==> src/hdl/fccl_pkg.sv <==
// Shared types and constants of the FAT cluster chain lookup unit.
`default_nettype none

package fccl_pkg;

    // Table geometry: the table is split into four byte banks.
    localparam int TABLE_BYTES = 65536;
    localparam int TABLE_AW    = $clog2(TABLE_BYTES);
    localparam int BANKS       = 4;
    localparam int ROW_AW      = TABLE_AW - 2;
    localparam int ROWS        = TABLE_BYTES / BANKS;

    // Byte offsets of entries are at most four times a 28-bit cluster.
    localparam int OFF_W = 30;
    localparam int END_W = OFF_W + 1;
    localparam logic [END_W-1:0] TABLE_END = END_W'(TABLE_BYTES);

    localparam int REG_ADDR_W = 4;

    typedef enum logic [1:0] {
        REG_FAT_KIND     = 2'd0,
        REG_SECTORS      = 2'd1,
        REG_DATA_START   = 2'd2
    } reg_index_t;

    typedef enum logic [1:0] {
        KIND_FAT12 = 2'd0,
        KIND_FAT16 = 2'd1,
        KIND_FAT32 = 2'd2
    } fat_kind_t;

    typedef enum logic {
        OP_WRITE  = 1'b0,
        OP_LOOKUP = 1'b1
    } op_t;

    localparam logic [31:0] FAT12_MASK = 32'h0000_0FFF;
    localparam logic [31:0] FAT12_EOC  = 32'h0000_0FF8;
    localparam logic [31:0] FAT16_EOC  = 32'h0000_FFF8;
    localparam logic [31:0] FAT32_MASK = 32'h0FFF_FFFF;
    localparam logic [31:0] FAT32_EOC  = 32'h0FFF_FFF8;
    localparam logic [31:0] EOC_MARK   = 32'hFFFF_FFFF;

    typedef struct packed {
        logic [1:0]  fat_kind;
        logic [7:0]  cluster_sectors;
        logic [31:0] data_region_start;
    } cfg_t;

endpackage

`default_nettype wire

==> src/hdl/fccl_regs.sv <==
// Configuration registers behind the APB-style port.
`default_nettype none

module fccl_regs (
    input  wire logic                           clk,
    input  wire logic                           rst_n,
    input  wire logic                           psel,
    input  wire logic                           penable,
    input  wire logic                           pwrite,
    input  wire logic [fccl_pkg::REG_ADDR_W-1:0] paddr,
    input  wire logic [31:0]                    pwdata,
    output logic      [31:0]                    prdata,
    output logic                                pready,
    output fccl_pkg::cfg_t                      cfg
);
    import fccl_pkg::*;

    logic [1:0]  fat_kind_reg;
    logic [7:0]  spc_reg;
    logic [31:0] start_reg;
    logic        wr_en;
    logic [1:0]  index;

    assign pready = 1'b1;
    assign wr_en  = psel && penable && pwrite;
    assign index  = paddr[3:2];

    always_ff @(posedge clk or negedge rst_n)
    begin
        if (!rst_n)
        begin
            fat_kind_reg <= KIND_FAT12;
            spc_reg      <= 8'd1;
            start_reg    <= 32'd0;
        end
        else if (wr_en)
        begin
            case (index)
                REG_FAT_KIND:   fat_kind_reg <= pwdata[1:0];
                REG_SECTORS:    spc_reg      <= pwdata[7:0];
                REG_DATA_START: start_reg    <= pwdata;
                default:        ;
            endcase
        end
    end

    always_comb
    begin
        case (index)
            REG_FAT_KIND:   prdata = {30'd0, fat_kind_reg};
            REG_SECTORS:    prdata = {24'd0, spc_reg};
            REG_DATA_START: prdata = start_reg;
            default:        prdata = 32'd0;
        endcase
    end

    assign cfg.fat_kind            = fat_kind_reg;
    assign cfg.cluster_sectors     = spc_reg;
    assign cfg.data_region_start   = start_reg;

endmodule

`default_nettype wire

==> config.mk <==
export PLATFORM = sky130hd
export DESIGN_NAME = fccl_regs
export DESIGN_NICKNAME = d
export VERILOG_FILES = /design/src/hdl/fccl_pkg.sv /design/src/hdl/fccl_regs.sv
export SDC_FILE = /design/constraint.sdc
export NUM_CORES = 1
export LEC_CHECK = 0
export BUFFER_PORTS_ARGS = -buffer_cell sky130_fd_sc_hd__buf_4
export CORE_MARGIN = 3
export CORE_UTILIZATION = 33
export DETAILED_ROUTE_END_ITERATION = 7
export GPL_TIMING_DRIVEN = 0
export PLACE_DENSITY = 0.72
export SYNTH_ARGS = -nofsm -noshare
export SYNTH_HDL_FRONTEND = slang
export SYNTH_SLANG_ARGS = --single-unit
==> constraint.sdc <==
create_clock -name clk -period 3.1 [get_ports clk]
set_input_delay 0.62 -clock clk [delete_from_list [all_inputs] [get_ports clk]]
set_output_delay 0.62 -clock clk [all_outputs]
set_load 0.02 [all_outputs]
; ---- Word-level counts from Yosys, hierarchy flattened
; Cells that the tools add are included.
[op_classes]
eq_ne = 2
mux = 1
n_reduce_logical = 6
[ops]
columns = operator, count
row1 = $pmux 32 s3, 1
row2 = $reduce_and 2->1, 3
row3 = $eq 2x1->1 const B, 1
row4 = $eq 2x2->1 const B, 1
row5 = $logic_and 1x1->1, 2
row6 = $logic_not 2->1, 1
[word_totals]
reg_bits = 42
input_bits = 41
out_inout_bits = 75
word_cells = 12

; ---- Longest topological paths before layout
; Gate-level depths: netlist of the first run.
[depth]
word_depth = 3
depth_mapped = 5
mapped_depth_nobuf = 3

; ---- Worst setup path before layout of the first run
; Ideal clock, no wire load.
[synth_path]
kind = input -> output
from = input port paddr[2] (netlist bit)
to = output port prdata[0]
arrival_time_ns = 1.522
t_required_ns = 2.480
slack_ns = 0.958
path_stages = 5
n_path_buf = 2
path_cell_list = buf_4 > nor2b_1 > clkbuf_1 > nand2_1 > o21ai_0
[synth_via]
elab_chain_len = 2
word_cells_on_any_way = 4
cone_classes = 2 x eq/ne / 1 x mux / 1 x reduce/logical
[synth_rtl]
columns = item, line_no
row1 = from (decl), fccl_regs.sv:10  ; input wire logic [fccl_pkg::REG_ADDR_W-1:0] paddr,
row2 = $eq 2x2->1 (tied with other cells), fccl_regs.sv:49  ; case (index)
row3 = $pmux 32 s3 *, fccl_regs.sv:49
row4 = to (decl), fccl_regs.sv:12  ; output logic [31:0] prdata,
; Mark *: on every way between the ends. The rest lies on a longest branch, timed or not.

; ---- Worst setup path after layout of the first run
[layout_path]
from = input port paddr[2] (netlist bit)
to = output port prdata[3]
; The elaborated chain is that of the path after synthesis.

==> results of run 1 <==
cell usage after synthesis:
library cell	instances	area [um^2]
a22o_1	6	52.6
dfstp_2	1	26.3
nand3_2	1	10.0
nor3_1	1	5.00
nor3b_4	1	18.8
mux2_1	3	33.8
and2_1	24	150
buf_4	5	37.5
clkbuf_1	3	11.3
mux2_2	31	349
mux2_4	8	120
nand2_1	2	7.51
o21ai_0	2	10.0
or3b_1	1	8.76
dfrtp_1	41	1030
mux2i_1	2	20.0
nor2b_1	2	12.5
buf_6	1	11.3
conb_1	1	3.75
cell families (layout without fill, tap and decap cells):
family	count (synthesis)	count (layout)
mux	44	44
flops	42	42
compound gates	8	8
simple gates	32	32
other cells	1	1
buf+inv	9	127
where the power goes:
group	leakage, nW	internal (mW)	total [mW]	switching [mW]
Clock	0.0383	0.155	0.322	0.167
Sequential	0.513	0.679	0.775	0.0967
Combinational	0.931	0.369	0.724	0.355
routing by layer:
layer	up-vias	routed length [um]
li1	700	-
met1	724	1910
met2	70	2470
met3	5	496
met4	0	38
met5	-	0
worst max-delay path, stage by stage:
cell      delay (ns)
buf_4           0.15
nor2b_1         0.28
clkbuf_1        0.46
a22o_1          0.23
buf_4           0.14
final cells by class:
type                    count  area, um^2
plain buffers               9        60.1
clock buffers               7        76.3
fillers                   528        2660
multi-input cells          85         802
flip-flops and latches     42        1050
well taps                  72        90.1
repair buffers            111         833
worst paths after layout:
| check | from | to | slack [ns] | cells past startpoint |
|---|---|---|---|---|
| worst max-delay path | paddr[2] | prdata[3] | 0.60 | 5 |
| worst min-delay path | rst_n | start_reg[2] | 0.32 | 1 |
| worst max register to register | start_reg[26] | start_reg[26] | 2.31 | 1 |
| worst min register to register | start_reg[19] | start_reg[19] | 0.52 | 1 |
| max in group asynchronous | rst_n | start_reg[13] | 2.42 | 1 |
| min in group clk | start_reg[19] | start_reg[19] | 0.52 | 1 |
metrics by stage:
stage          hold WS, ns  std cells  setup slack [ns]
2_1_floorplan        0.324        136             0.958
3_3_place_gp         0.490        319             0.577
3_5_place_dp         0.496        319             0.558
4_1_cts              0.326        326             0.552
5_1_grt              0.339        326             0.455
6_report             0.315        326             0.603
==> qor.yml, run 1 <==
global_routing:
  antenna_found_initial: 0
  use_met2_pct: 25.6
  met1_usage_pct: 16.7
  grt_pass1_vias: 1495
  grt_max_degree: 43
  met3_usage_pct: 5.42
  grt_pass1_wl_mm: 7.33
  grt_most_used_layer: "met2"
  grt_util_all_layers_pct: 14.6
  overflow: 0
cts:
  cts_tree: "built"
  root_buffer: "clkbuf_8"
  ctsResizeCount: 0
  clock_path_buffers: 2
  numClockSinks: 42
  path_clk_slew_ns: 0.08
  htreeDepth: 2
  hold_buffers: 0
  cts_buffers: 5
  clk_latency_ns: 0.29
  cts_setup_buffers: 0
sta:
  fin_crit_sh_pct: 80.6
  hold_viol_final: 0
  worst_clock_skew_ns: 0
  timing.fmax_mhz: 400
  setup_viol: 0
  period_minus_slack_ns: 2.50
  setup-tns-final_ns: 0
  worstMarginPinSlew_ns: 0.531
  maxSlewHeadroom_pct: 64.6
  rsz0062_at_grt: "false"
  drv_slew: 0
drt:
  final_antenna_net_count: 0
  num_vias: 1499
  firstDrtPassIters: 3
  drt_wl_total_mm: 4.92
  wl_per_cell_um: 15.1
  drtIter0Drc: 54
  via_per_inst: 4.60
  drc_errors: 0
cells_and_area:
  largest_reg_flops: 32
  diodes: 0
  layout.nets: 295
  final_core_util_pct: 52.3
  drive_gt1_share_pct: 64.6
  final_cell_mix: "buf_4 (116), dfrtp_1 (41), mux2_2 (31)"
  design_area_um2: 2910
  final_common_cell: "buf_4"
  areaGrowthSynthToFinish_pct: 52.2
die:
  top_level_ports: 116
  num_rows: 27
  initial_utilization_pct: 34.3
  dieHeight_um: 82.2
  core-area_um2: 5570
  die_area_um2: 6750
  die_w_um: 82.2
worst_setup_path:
  required_ns: 2.48
  worst_setup_path_start_kind: "input pin"
  path_class: "in2out"
  critPathMaxFanout: 10
  crit_path_end_kind: "primary output"
  worstPathArrival_ns: 1.88
logic_synthesis:
  synth_compound_area_share_pct: 3.27
  ys_ff_latch: 42
  synthXorXnorAreaFrac_pct: 0
  synth_fa_ha_area_share_pct: 0
  yosys.area_share.simple_pct: 11.1
  synthMuxAreaShare_pct: 27.3
  synth_top_family_by_area: "multiplexers"
  synth_fp_nets: 177
  ys_warn_count: 0
  synthCells: 136
  synth_area_um2: 1910
  synth-seq-area-share_pct: 55.0
  avgSynthCellArea_um2: 14.1
  ys_types: 19
power_and_ir_drop:
  powerDensity_nw_per_um2: 625
  p_leak_nw: 1.48
  peakVddDrop_mv: 0.216
  p_total_mw: 1.82
place:
  port_buffers: 111
  place_area_um2: 2840
  hpwl_mm: 3.77
  place_congestion: 0.663
min_path:
  hold_path_class: "in2async"
job:
  cap_viol_max_count: 0
outcome:
  outcome: "finished clean"
(Power assumes the default switching activity.)
==> run 2: changes to the inputs <==
Settings changed: PLACE_DENSITY 0.72 to 0.74.
Clock period 3.1 ns to 2.18 ns, I/O delays scaled along.
==> qor.yml, run 2 (same netlist as run 1, synthesis figures left out) <==
outcome:
  outcome: "finished clean"
worst_setup_path:
  crit_family: "buffers and inverters"
  path_class: "in2out"
  worstPathArrival_ns: 1.61
  rr_startpoint: "start_reg[18]"
  cp_num_buf_inv: 3
  crit_chain: "buf_4 -> nor2b_1 -> clkbuf_1 -> and2_1 -> buf_4"
  worst_path_most_repeated_cell: "buf_4"
  r2r_cells: 1
  crit_path_start: "paddr[2]"
  worst_setup_path_start_kind: "input pin"
  reg2reg_slack_ns: 1.39
  endpoint: "prdata[30]"
  crit_path_end_kind: "primary output"
  cp.depth: 5
  required_ns: 1.74
  max_stage_delay_ns: 0.39
  r2r-end: "start_reg[18]"
  critPathSlowestCell: "clkbuf_1"
  critPathMaxFanout: 10
sta:
  fin_crit_sh_pct: 93.7
  worstMarginPinSlew_ns: 0.569
  drv_slew: 0
  maxSlewHeadroom_pct: 62.0
  worst_clock_skew_ns: 0
  period_minus_slack_ns: 2.04
  setup-tns-final_ns: 0
  hold_viol_final: 0
  timing.fmax_mhz: 489
  rsz0062_at_grt: "false"
  setup_viol: 0
global_routing:
  grt_util_all_layers_pct: 14.5
  grt_pass1_wl_mm: 7.36
  grt_max_degree: 43
  overflow: 0
  antenna_found_initial: 0
  grt_pass1_vias: 1510
power_and_ir_drop:
  peakVddDrop_mv: 0.409
  power.internal_mw: 1.75
  pwr-share-comb_pct: 39.0
  sw_frac_of_total_pct: 33.9
  p_clk_share_pct: 19.2
  p_leak_nw: 1.50
  p_total_mw: 2.65
  p_seq_share_pct: 41.8
  powerDensity_nw_per_um2: 903
  p_switching_mw: 0.898
cts:
  htreeDepth: 2
  path_clk_slew_ns: 0.08
  cts_tree: "built"
  clock_path_buffers: 2
  numClockSinks: 42
  clk_latency_ns: 0.28
  cts_buffers: 5
  root_buffer: "clkbuf_8"
cells_and_area:
  final_core_util_pct: 52.6
  drive_gt1_share_pct: 65.5
  layout.nets: 295
  design_area_um2: 2930
  diodes: 0
  final_cell_mix: "buf_4 (116), dfrtp_1 (41), mux2_2 (31)"
  largest_reg_flops: 32
  final_common_cell: "buf_4"
  areaGrowthSynthToFinish_pct: 53.1
die:
  core-area_um2: 5570
  die_w_um: 82.2
  top_level_ports: 116
  num_rows: 27
  die_area_um2: 6750
  dieHeight_um: 82.2
  initial_utilization_pct: 34.3
drt:
  final_antenna_net_count: 0
  wirelength_met1_mm: 2.11
  drtIter0Drc: 15
  top_layer: "met4"
  routed-wl-met2_mm: 2.40
  drc_errors: 0
  drt_wl_total_mm: 4.94
  wl_met3_um: 393
  wl_per_cell_um: 15.1
  firstDrtPassIters: 4
  via_per_inst: 4.61
  num_vias: 1506
min_path:
  hold_path_class: "in2async"
place:
  port_buffers: 111
  place_congestion: 0.636
  place_area_um2: 2840
  hpwl_mm: 3.75
job:
  cap_viol_max_count: 0
## run 2: per-stage QoR
stage / cells / worst slack, ns / hold slack, ns
detailed placement: 319 / -0.0186 / 0.459
global placement: 319 / -0.0310 / 0.454
finish: 327 / 0.136 / 0.128
global route: 327 / 0.0469 / 0.161
floorplan: 136 / 0.406 / 0.140
CTS: 327 / 0.00389 / 0.138
## run 2: worst min-delay path by stage
stage	start	to	slack (ns)	depth (start not counted)
2_1_floorplan	rst_n	fat_kind_reg[0]	0.14	0
4_1_cts	rst_n	spc_reg[3]	0.14	1
5_1_grt	rst_n	start_reg[9]	0.16	1
3_5_place_dp	rst_n	spc_reg[3]	0.46	1
3_3_place_gp	rst_n	spc_reg[5]	0.45	1
6_report	rst_n	spc_reg[5]	0.13	1
## run 2: repair_timing
item	4_1_cts	5_1_grt
gates cloned	0	0
setup endpoints to repair	2	10
setup buffers	0	0
hold buffers	0	0
endpoints found under the hold margin	0	0
gates resized for setup	1	2
## run 2: cell type report
type	count	area [um^2]
plain buffers	9	62.6
clock buffers	8	90.1
fillers	515	2640
multi-input cells	85	802
flip-flops and latches	42	1050
well taps	72	90.1
repair buffers	111	833
## run 2: power by group through the flow
stage,clock network (mW),registers [mW],logic [mW]
after floorplan,0,1.32,0.325
after global placement,0,1.11,1.03
after detailed placement,0,1.12,1.05
after CTS,0.535,1.11,1.05
after global routing,0.563,1.13,1.10
final,0.509,1.11,1.03
## run 2: metal layers
metal,vias to the layer above,GRT usage [%]
met3,4,4.66
met4,0,3.49
met5,-,0
met2,70,25.1
met1,728,17.6
li1,704,-
